[src/rtl/pnea_pkg.sv]
`default_nettype none
package pnea_pkg;

  // Command codes carried by an input word
  localparam logic CMD_ACCUM = 1'b0;
  localparam logic CMD_READ  = 1'b1;

  // Configuration register indexes
  localparam logic [1:0] REG_WIDTH  = 2'd0;
  localparam logic [1:0] REG_HEIGHT = 2'd1;

  localparam logic [8:0] DIM_RESET = 9'd256;
  localparam logic [31:0] SUM_MAX = 32'hFFFF_FFFF;
  localparam logic [17:0] ONE_Q16 = 18'd65536;

  localparam int DEF_MAX_PIXELS = 65536;
  localparam int CHANNELS = 3;
  // channels actually used by the datapath
  localparam int NCH = (CHANNELS < 3) ? CHANNELS : 3;
  localparam logic [1:0] LAST_CH = 2'(NCH - 1);

  // front-to-back queue
  localparam int QUEUE_DEPTH = 4;
  localparam int QPW = 2;

  // Word handed from the front to the back through the queue
  typedef struct packed {
    logic             cmd;
    logic [15:0]      idx;
    logic [35:0]      den;
    logic [2:0][35:0] sq;
  } job_t;

  // Number of compare-subtract steps that reduce a 16-bit index modulo m
  function automatic int red_steps(input int m);
    longint mm;
    int     n;
    mm = longint'(m);
    n  = 0;
    for (int i = 0; i <= 16; i++) begin
      if ((mm << i) <= 64'd65535) n = i + 1;
    end
    return n;
  endfunction

endpackage
`default_nettype wire

[src/rtl/pnea_fifo.sv]
`default_nettype none
module pnea_fifo (
  input  wire logic          clk,
  input  wire logic          rst,
  input  wire logic          push,
  input  wire pnea_pkg::job_t push_word,
  output logic               full,
  input  wire logic          pop,
  output pnea_pkg::job_t     pop_word,
  output logic               empty
);
  import pnea_pkg::*;

  job_t             entries [QUEUE_DEPTH];
  logic [QPW-1:0]   wr_ptr;
  logic [QPW-1:0]   rd_ptr;
  logic [QPW:0]     count;
  logic             do_push;
  logic             do_pop;

  assign full     = (count == (QPW+1)'(QUEUE_DEPTH));
  assign empty    = (count == '0);
  assign do_push  = push && !full;
  assign do_pop   = pop && !empty;
  assign pop_word = entries[rd_ptr];

  // storage, no reset needed
  always_ff @(posedge clk) begin
    if (do_push) entries[wr_ptr] <= push_word;
  end

  // pointers and fill count
  always_ff @(posedge clk) begin
    if (rst) begin
      wr_ptr <= '0;
      rd_ptr <= '0;
      count  <= '0;
    end else begin
      if (do_push) wr_ptr <= wr_ptr + 1'b1;
      if (do_pop) rd_ptr <= rd_ptr + 1'b1;
      case ({do_push, do_pop})
        2'b10:   count <= count + 1'b1;
        2'b01:   count <= count - 1'b1;
        default: count <= count;
      endcase
    end
  end

endmodule
`default_nettype wire

[config.mk]
export PLATFORM = sky130hd
export DESIGN_NAME = pnea_fifo
export DESIGN_NICKNAME = d
export VERILOG_FILES = /design/src/rtl/pnea_pkg.sv /design/src/rtl/pnea_fifo.sv
export SDC_FILE = /design/constraint.sdc
export NUM_CORES = 1
export LEC_CHECK = 0
export BUFFER_PORTS_ARGS = -buffer_cell sky130_fd_sc_hd__buf_4
export CAP_MARGIN = 25
export CORE_MARGIN = 2
export CORE_UTILIZATION = 53
export CTS_BUF_LIST = sky130_fd_sc_hd__clkbuf_4
export DETAILED_ROUTE_END_ITERATION = 7
export PLACE_DENSITY = 0.85
export SETUP_SLACK_MARGIN = 0.15
export SYNTH_ARGS = -nofsm -noshare
export SYNTH_HDL_FRONTEND = slang
export SYNTH_SLANG_ARGS = --single-unit
export TNS_END_PERCENT = 1
[constraint.sdc]
create_clock -name clk -period 4.9 [get_ports clk]
set_input_delay 0 -clock clk [delete_from_list [all_inputs] [get_ports clk]]
set_output_delay 0 -clock clk [all_outputs]
set_load 0.005 [all_outputs]
==> run_results.csv <==
group,metric,value,unit
die,die_h,215,um
clock_network,clkTransAtPathRegs,0.07,ns
timing,rsz0062_at_grt,"false",
global_route,grtUsageTotal,0.248,
power_and_ir_drop,ir_drop,299,uV
power_and_ir_drop,p_sw,3.96,mW
die,ios,328,
global_route,antenna_found_initial,8,
setup_path,end_kind,"output pin",
power_and_ir_drop,intPower,11.2,mW
detailed_routing,wl_per_cell,23.3,um
placed_design,pre_cts_ws,2.26,ns
clock_network,root_buffer,"clkbuf_4",
timing,finalSetupViolCount,0,
logic_synthesis,ys_ff_latch,653,
clock_network,cts_setup_buffers,0,
logic_synthesis,ys_seq_area_frac,0.824,
placed_design,placed_area,26900,um2
clock_network,numCtsBuffers,160,
timing,clock.fmax,307,MHz
placed_design,gp_congestion,0.748,
detailed_routing,initialDrtViolationCount,1046,
detailed_routing,dr.pass1.iters,5,
power_and_ir_drop,p_sw_frac,0.262,
detailed_routing,ant_nets,0,
die,die-area,46400,um2
power_and_ir_drop,finalPower,15.1,mW
logic_synthesis,syn_area,23700,um2
setup_path,startpoint_type,"flip-flop",
detailed_routing,vias,12915,
timing,tightestPinTransition,0.947,ns
timing,finalHoldViolCount,0,
timing,holdWs,0.147,ns
timing,clock_skew,0.0495,ns
global_route,grt_pass1_vias,14215,
die,start_util,0.537,
logic_synthesis,syn_nets,1066,
layout,fin_area,32200,um2
global_route,grt_overflow,0,
die,core,44100,um2
logic_synthesis,syn_inst,895,
layout,drive_gt1_frac,0.417,
global_route,grt_max_degree,74,
power_and_ir_drop,power_density,469,nW/um2
global_route,grt_pass1_wl,84300,um
logic_synthesis,synth_cell_type_count,22,
die,die_w,215,um
setup_path,required,4.90,ns
timing,fin_ws,1.65,ns
detailed_routing,detail_route.vias_per_cell,5.38,
die,rows,77,
placed_design,dp_hpwl,28000,um
detailed_routing,wl,56000,um
status,outcome,"completed",
detailed_routing,drc_errors,0,
power_and_ir_drop,power.share.clock,0.308,
clock_network,h-tree-depth,4,
layout,finalNetCount,1862,
timing,layout_min_cycle_time,3.25,ns
worst_hold_path,hold_class,"primary input to flip-flop",
power_and_ir_drop,p_leak,11.2,nW
logic_synthesis,yosysWarnings,0,
layout,syn_to_final_growth,36.1,%
setup_path,critPathArrivalTime,3.25,ns
clock_network,clock_sinks,653,
setup_path,cp_max_fo,59,
logic_synthesis,syn_area_per_cell,26.5,um2
setup_path,r2r_slack,2.25,ns
clock_network,cts_tree,"yes",
timing,final-max-slew-violation-count,0,
clock_network,clk_latency,0.99,ns
power_and_ir_drop,combPwrFrac,0.235,
timing,relSlewSlack,0.369,
setup_path,worstSetupPathType,"flip-flop to output pin",
flow_run,cap_violations,0,
timing,period_share,0.664,
placed_design,port_buffers,327,
power_and_ir_drop,seqPwrFrac,0.458,
clock_network,clk_path_buf_depth,3,
layer usage:
metal	wire, um	vias up	global-route usage
li1	-	5560	-
met3	4610	118	0.0873
met5	47	-	0
met4	1560	8	0.0963
met1	20400	6624	0.292
met2	29300	605	0.419
worst max-delay path, stage by stage, from the launching register on:
cell     delay (ns)
dfxtp_4        0.93
buf_12         0.44
mux4_2         0.63
buf_4          0.16
Yosys cell counts:
| master | number | share of area |
|---|---|---|
| xor2_1 | 3 | 0.0011 |
| buf_6 | 11 | 0.0052 |
| mux2i_1 | 1 | 0.00042 |
| nor3_1 | 1 | 0.00021 |
| nor3b_1 | 1 | 0.00032 |
| o21ai_0 | 3 | 0.00063 |
| buf_2 | 18 | 0.0038 |
| edfxtp_1 | 644 | 0.82 |
| nor2_1 | 6 | 0.00095 |
| nand2b_1 | 2 | 0.00053 |
| clkbuf_1 | 7 | 0.0011 |
| inv_1 | 8 | 0.0013 |
| fa_1 | 1 | 0.00085 |
| buf_1 | 1 | 0.00016 |
| dfxtp_1 | 9 | 0.0076 |
| or3_1 | 3 | 0.00079 |
| a21oi_1 | 4 | 0.00085 |
| and2_1 | 4 | 0.0011 |
| mux4_2 | 161 | 0.15 |
| ha_1 | 5 | 0.0026 |
| nand2_1 | 1 | 0.00016 |
| o31ai_1 | 1 | 0.00032 |
final timing paths:
path	startpoint	to	depth (start not counted)
max	flip-flop	pop_word[156]	3
min	push	wr_ptr[1]$_SDFFE_PP0P_	5
max reg2reg	count[2]$_SDFFE_PP0P_	entries[3][45]$_DFFE_PP_	4
min reg2reg	rd_ptr[1]$_SDFFE_PP0P_	flip-flop	2
final cells by class:
type	instances	area, um2
sequential	653	19500
fill	2436	11900
timing repair buffer	671	5950
multi-input combinational	197	3890
clock buffer	223	1670
tap	592	741
clock inverter	48	394
inverter	8	30.0
antenna	7	17.5
what timing repair did:
action | 4_1_cts | 5_1_grt
setup endpoints to repair | 0 | 0
hold buffers | 328 | 0
hold endpoints to repair | 750 | 0
resized for setup | 0 | 0
placed cells by master (no fill, tap or decap), types with 5 or more instances in the layout:
cell type      instances
buf_4                336
clkbuf_4             223
mux4_2               161
clkinv_1              30
diode_2                7
edfxtp_1             644
bufinv_16              7
inv_1                  8
ha_1                   5
dfxtp_1                7
buf_12                 6
dlygate4sd3_1        328
nor2_1                 6
power by group through the flow:
| stage | sequential [mW] | clock [mW] | combinational, mW |
|---|---|---|---|
| final | 6.92 | 4.65 | 3.55 |
| after global routing | 6.97 | 5.03 | 3.76 |
| after CTS | 6.92 | 4.68 | 3.54 |
| after detailed placement | 7.03 | 0 | 3.31 |
| after global placement | 7.00 | 0 | 3.26 |
| after floorplan | 6.92 | 0 | 1.91 |
registers in the layout (all words and copies together), names as in the netlist, named ones only:
signal and cells:
entries 644, count 3, rd_ptr 2, wr_ptr 2
cell families after synthesis:
group | after synthesis | synth area share
compound gates | 8 | 0.00180
xor+xnor | 3 | 0.00111
fa+ha+maj | 6 | 0.00349
buf+inv | 45 | 0.0116
flops | 653 | 0.824
mux | 162 | 0.154
simple gates | 18 | 0.00402
through the flow:
step                 util  setup TNS (ns)  instances
floorplan               -          -43.02        895
CTS                 0.730               0       2392
global placement    0.608               0       1792
detailed placement  0.609               0       1793
finish              0.730               0       2399
global route        0.730               0       2396
(Power assumes the default switching activity.)
