File: src/rtl/pnea_pkg.sv
`default_nettype none
package pnea_pkg;

  // Command codes carried by an input word
  localparam logic CMD_ACCUM = 1'b0;
  localparam logic CMD_READ  = 1'b1;

  // Configuration register indexes
  localparam logic [1:0] REG_WIDTH  = 2'd0;
  localparam logic [1:0] REG_HEIGHT = 2'd1;

  localparam logic [8:0] DIM_RESET = 9'd256;
  localparam logic [31:0] SUM_MAX = 32'hFFFF_FFFF;
  localparam logic [17:0] ONE_Q16 = 18'd65536;

  localparam int DEF_MAX_PIXELS = 65536;
  localparam int CHANNELS = 3;
  // channels actually used by the datapath
  localparam int NCH = (CHANNELS < 3) ? CHANNELS : 3;
  localparam logic [1:0] LAST_CH = 2'(NCH - 1);

  // front-to-back queue
  localparam int QUEUE_DEPTH = 4;
  localparam int QPW = 2;

  // Word handed from the front to the back through the queue
  typedef struct packed {
    logic             cmd;
    logic [15:0]      idx;
    logic [35:0]      den;
    logic [2:0][35:0] sq;
  } job_t;

  // Number of compare-subtract steps that reduce a 16-bit index modulo m
  function automatic int red_steps(input int m);
    longint mm;
    int     n;
    mm = longint'(m);
    n  = 0;
    for (int i = 0; i <= 16; i++) begin
      if ((mm << i) <= 64'd65535) n = i + 1;
    end
    return n;
  endfunction

endpackage
`default_nettype wire

File: src/rtl/pnea_front.sv
`default_nettype none
module pnea_front (
  input  wire logic        clk,
  input  wire logic        rst,
  input  wire logic        push,
  output logic             full,
  input  wire logic        cmd,
  input  wire logic [16:0] x_norm,
  input  wire logic [16:0] y_norm,
  input  wire logic [15:0] target_red,
  input  wire logic [15:0] target_green,
  input  wire logic [15:0] target_blue,
  input  wire logic [17:0] pred_red,
  input  wire logic [17:0] pred_green,
  input  wire logic [17:0] pred_blue,
  input  wire logic [15:0] read_pixel,
  input  wire logic [8:0]  image_width,
  input  wire logic [8:0]  image_height,
  input  wire logic        clearing,
  input  wire logic        q_full,
  output logic             q_push,
  output pnea_pkg::job_t   q_word
);
  import pnea_pkg::*;

  function automatic logic [8:0] clamp_dim(input logic [8:0] v);
    if (v == 9'd0) return 9'd1;
    if (v > 9'd256) return 9'd256;
    return v;
  endfunction

  // round half up of norm * (dim-1), clamped to dim-1
  function automatic logic [7:0] to_coord(input logic [16:0] norm, input logic [7:0] dm1);
    logic [25:0] p;
    logic [9:0]  pp;
    p  = 26'(norm) * 26'(dm1) + 26'd32768;
    pp = p[25:16];
    if (pp > {2'b00, dm1}) return dm1;
    return pp[7:0];
  endfunction

  logic [8:0]  w_eff;
  logic [8:0]  h_eff;
  logic [7:0]  wm1;
  logic [7:0]  hm1;
  logic        in_acc;
  logic        s1_adv;
  logic        s2_adv;

  logic [2:0][15:0] tgt;
  logic [2:0][17:0] prd;
  logic [2:0][17:0] mag;
  logic [17:0]      total;

  // stage 1 registers
  logic             s1_valid;
  logic             s1_cmd;
  logic [7:0]       s1_px;
  logic [7:0]       s1_py;
  logic [15:0]      s1_read;
  logic [17:0]      s1_total;
  logic [2:0][17:0] s1_mag;

  // stage 2 registers
  logic             s2_valid;
  job_t             s2_word;
  logic [16:0]      lin_idx;

  assign w_eff = clamp_dim(image_width);
  assign h_eff = clamp_dim(image_height);
  assign wm1   = 8'(w_eff - 9'd1);
  assign hm1   = 8'(h_eff - 9'd1);

  assign s2_adv = !s2_valid || !q_full;
  assign s1_adv = !s1_valid || s2_adv;
  assign full   = !s1_adv || clearing;
  assign in_acc = push && !full;

  assign tgt = {target_blue, target_green, target_red};
  assign prd = {pred_blue, pred_green, pred_red};

  // per channel error magnitude and summed target
  always_comb begin
    logic signed [18:0] d;
    total = '0;
    for (int c = 0; c < 3; c++) begin
      d = $signed({prd[c][17], prd[c]}) - $signed({3'b000, tgt[c]});
      mag[c] = d[18] ? 18'(-d) : d[17:0];
    end
    for (int c = 0; c < NCH; c++) total = total + 18'(tgt[c]);
    if (total == '0) total = ONE_Q16;
  end

  // stage 1: coordinates, target sum, magnitudes
  always_ff @(posedge clk) begin
    if (rst) begin
      s1_valid <= 1'b0;
    end else if (s1_adv) begin
      s1_valid <= in_acc;
    end
    if (s1_adv && in_acc) begin
      s1_cmd   <= cmd;
      s1_px    <= to_coord(x_norm, wm1);
      s1_py    <= to_coord(y_norm, hm1);
      s1_read  <= read_pixel;
      s1_total <= total;
      s1_mag   <= mag;
    end
  end

  assign lin_idx = 17'(s1_py) * 17'(w_eff) + 17'(s1_px);

  // stage 2: linear index and squares
  always_ff @(posedge clk) begin
    if (rst) begin
      s2_valid <= 1'b0;
    end else if (s2_adv) begin
      s2_valid <= s1_valid;
    end
    if (s2_adv && s1_valid) begin
      s2_word.cmd <= s1_cmd;
      s2_word.idx <= (s1_cmd == CMD_READ) ? s1_read : lin_idx[15:0];
      s2_word.den <= 36'(s1_total) * 36'(s1_total);
      for (int c = 0; c < 3; c++) s2_word.sq[c] <= 36'(s1_mag[c]) * 36'(s1_mag[c]);
    end
  end

  assign q_push = s2_valid;
  assign q_word = s2_word;

endmodule
`default_nettype wire

File: config.mk
export PLATFORM = sky130hd
export DESIGN_NAME = pnea_front
export DESIGN_NICKNAME = d
export VERILOG_FILES = /design/src/rtl/pnea_pkg.sv /design/src/rtl/pnea_front.sv
export SDC_FILE = /design/constraint.sdc
export NUM_CORES = 2
export LEC_CHECK = 0
export BUFFER_PORTS_ARGS = -buffer_cell sky130_fd_sc_hd__buf_2
export CORE_MARGIN = 2
export CORE_UTILIZATION = 55
export DETAILED_ROUTE_END_ITERATION = 16
export HOLD_SLACK_MARGIN = 0.1
export PLACE_DENSITY_LB_ADDON = 0.12
export SLEW_MARGIN = 5
export SYNTH_ARGS = -nofsm -noshare
export SYNTH_HDL_FRONTEND = slang
export SYNTH_SLANG_ARGS = --single-unit
export TNS_END_PERCENT = 50
File: constraint.sdc
create_clock -name clk -period 18.4 [get_ports clk]
set_input_delay 1.84 -clock clk [delete_from_list [all_inputs] [get_ports clk]]
set_output_delay 1.84 -clock clk [all_outputs]
set_load 0.05 [all_outputs]
==> impl_metrics.ini <==
[cells_and_area]
nFillCells = 9560
multi_input_area_sq_um = 45000
nNetsFinal = 8500
post-route-cell-area_sq_um = 64000
stdcell_count = 7960
regArea_sq_um = 7910
area_delta_synth_final_pct = 7.39
final_layout_size_suffix_gt1_share_pct = 7.05

[grt]
grt_max_degree = 143
antenna_found_initial = 15
grt_pass1_vias = 44488
overflow = 0
track_usage_pct = 26.4
grt_pass1_wl_mm = 231

[timing]
period_needed_ns = 10.43
final_max_slew_viol_count = 0
max_freq_ghz = 0.0959
setup_violations = 0
relSlewSlack_pct = 28.8
setup_tns_ns = 0
worst_pin_slew_ns = 1.06
hold_violations = 0
fin_crit_sh_pct = 56.7
rsz0062_at_grt = false
skew_ns = 0.0373
setup_slack_ns = 7.97

[route]
wl_mm = 142
drc = 0
first_pass_iters = 5
avgViaCountPerCell = 5.28
drtAntennaViolNets = 0
drtIter0Drc = 2412
wl_per_cell_um = 17.9
num_vias = 41993

[clock_network]
cts_tree = built
clock-root-buffer = clkbuf_16
insertion_delay_ns = 0.61
path_clk_slew_ns = 0.05
cts_made_buffers = 38
cts_htree_levels = 2
clockBufferDepth = 3
cts_resized = 0
clkSinkCount = 264
cts_setup_buffers = 0
postCtsHoldBufs = 0

[critical_path]
critPathBufInv = 5
reg2reg_depth = 22
critical_path_depth = 40
end_kind = register
critPathLaunchType = input port
slowest_delay_ns = 0.64
r2r_slack_ns = 10.57
crit_required_ns = 18.72
crit_arrival_ns = 10.75
cp_top_family = adder cells
slowest_stage = or4b_2
path_class = input port to register
reg2reg_to = q_word[68]$_DFFE_PP_
worstReg2RegStart = s1_mag[24]$_DFFE_PP_
path_max_fanout = 19

[logic_synthesis]
synth.yosys.seq_area_share_pct = 13.3
ys_ff_latch = 264
syn-cell-area_sq_um = 59600
yosys.area.top_type_share_pct = 37.5
synth_common_cells = inv_1, fa_1, ha_1
synth_area_per_cell_sq_um = 9.53
ys.flop_type = edfxtp_1
yosys_warnings = 0
synth_area_leaders = fa_1, ha_1, edfxtp_1
synth.distinct_cells = 83
post-synth-top-count-cell = inv_1
synthArstFlopShare_pct = 0
synth-edff-count = 262
syn_inst = 6251
synth_top_cell_by_area = fa_1

[hold_path]
hold_class = register to register
whs_path_depth = 2
hp-start = s1_read[14]$_DFFE_PP_
worstHoldEndpoint = q_word[158]$_DFFE_PP_

[die]
initial_core_util_pct = 55.6
core_sq_um = 107000
fp.dieW_um = 333
rows = 120
dieHeight_um = 333
io_pins = 339
dieArea_sq_um = 111000

[placement]
post-place-ws_ns = 7.35
port_buffers = 334
hpwl_mm = 116
post-place-cells = 7890
placed_area_sq_um = 62800
gp_congestion = 0.912

[outcome]
outcome = complete, no violations

[run]
drv_cap = 0
[state kept, by name (all words and copies together), names as in the netlist]
| signal | flops |
|---|---|
| q_push | 1 |
| q_word | 157 |
| s1_cmd | 1 |
| s1_mag | 54 |
| s1_px | 8 |
| s1_py | 8 |
| s1_read | 16 |
| s1_total | 18 |
| s1_valid | 1 |
[worst min-delay path, cell delays in order (launching register included)]
cell and delay [ns]:
edfxtp_1 0.31, nand2_1 0.04, o21ai_0 0.06
[cell type report]
type / count / area share (%)
flip-flops and latches: 264 / 12.4
inverters: 1670 / 9.80
clock inverters: 20 / 0.332
clock buffers: 45 / 1.56
repair buffers: 358 / 2.91
diodes: 5 / 0.0196
multi-input cells: 4195 / 70.3
well taps: 1403 / 2.74
[routing by layer]
metal | GRT usage, % | part of all wire [%] | vias to the layer above
li1 | - | - | 19668
met1 | 35.1 | 43 | 21008
met2 | 44.0 | 47 | 1109
met3 | 5.70 | 7.6 | 194
met4 | 6.74 | 2.5 | 14
met5 | 0 | 0.068 | -
[worst max-delay path by stage]
stage / start / endpoint / slack, ns
after floorplan: q_full / q_word[0]$_DFFE_PP_ / 4.32
after global placement: image_width[1] / s1_px[7]$_DFFE_PP_ / 7.45
after detailed placement: image_width[1] / s1_px[6]$_DFFE_PP_ / 7.35
after CTS: image_height[2] / s1_py[7]$_DFFE_PP_ / 7.99
after global routing: image_width[1] / s1_px[2]$_DFFE_PP_ / 7.41
final: image_height[2] / s1_py[7]$_DFFE_PP_ / 7.97
[layout by cell type, fill, tap and decap left out, drive strengths merged, types with 6 or more instances in the layout]
cell	n
a2111oi	9
a211o	6
a211oi	16
a21boi	12
a21o	78
a21oi	176
a31oi	20
and2	420
and3	19
buf	358
clkbuf	45
clkinv	11
edfxtp	262
fa	1116
ha	681
inv	1672
mux2	22
mux2i	8
nand2	549
nand2b	30
nand3	42
nand4	18
nor2	213
nor2b	83
nor3	40
nor4	9
o2111ai	6
o211a	6
o211ai	14
o21a	38
o21ai	118
o21bai	31
o31a	8
o31ai	18
o41ai	9
or2	16
or3	17
or4	8
xnor2	196
xor2	79
[per-stage QoR]
stage / util, % / hold slack, ns
6_report: 59.7 / 0.518
4_1_cts: 59.7 / 0.522
3_3_place_gp: 58.5 / 0.506
3_5_place_dp: 58.5 / 0.515
2_1_floorplan: - / 0.424
5_1_grt: 59.7 / 0.552
[kinds of logic after synthesis]
family / after synthesis / share of synthesized area [%]
AND/OR/NAND/NOR: 1479 / 12.3
buffers and inverters: 1795 / 11.3
XOR/XNOR: 275 / 4.04
AO/OA/AOI/OAI: 610 / 6.74
flip-flops: 264 / 13.3
multiplexers: 30 / 0.550
adder cells (fa/ha/maj): 1797 / 51.8
other: 1 / 0.00629
Power is left out: the tool's default activity adds up to more than one toggle a clock period on the data nets, which glitch-free logic cannot reach.
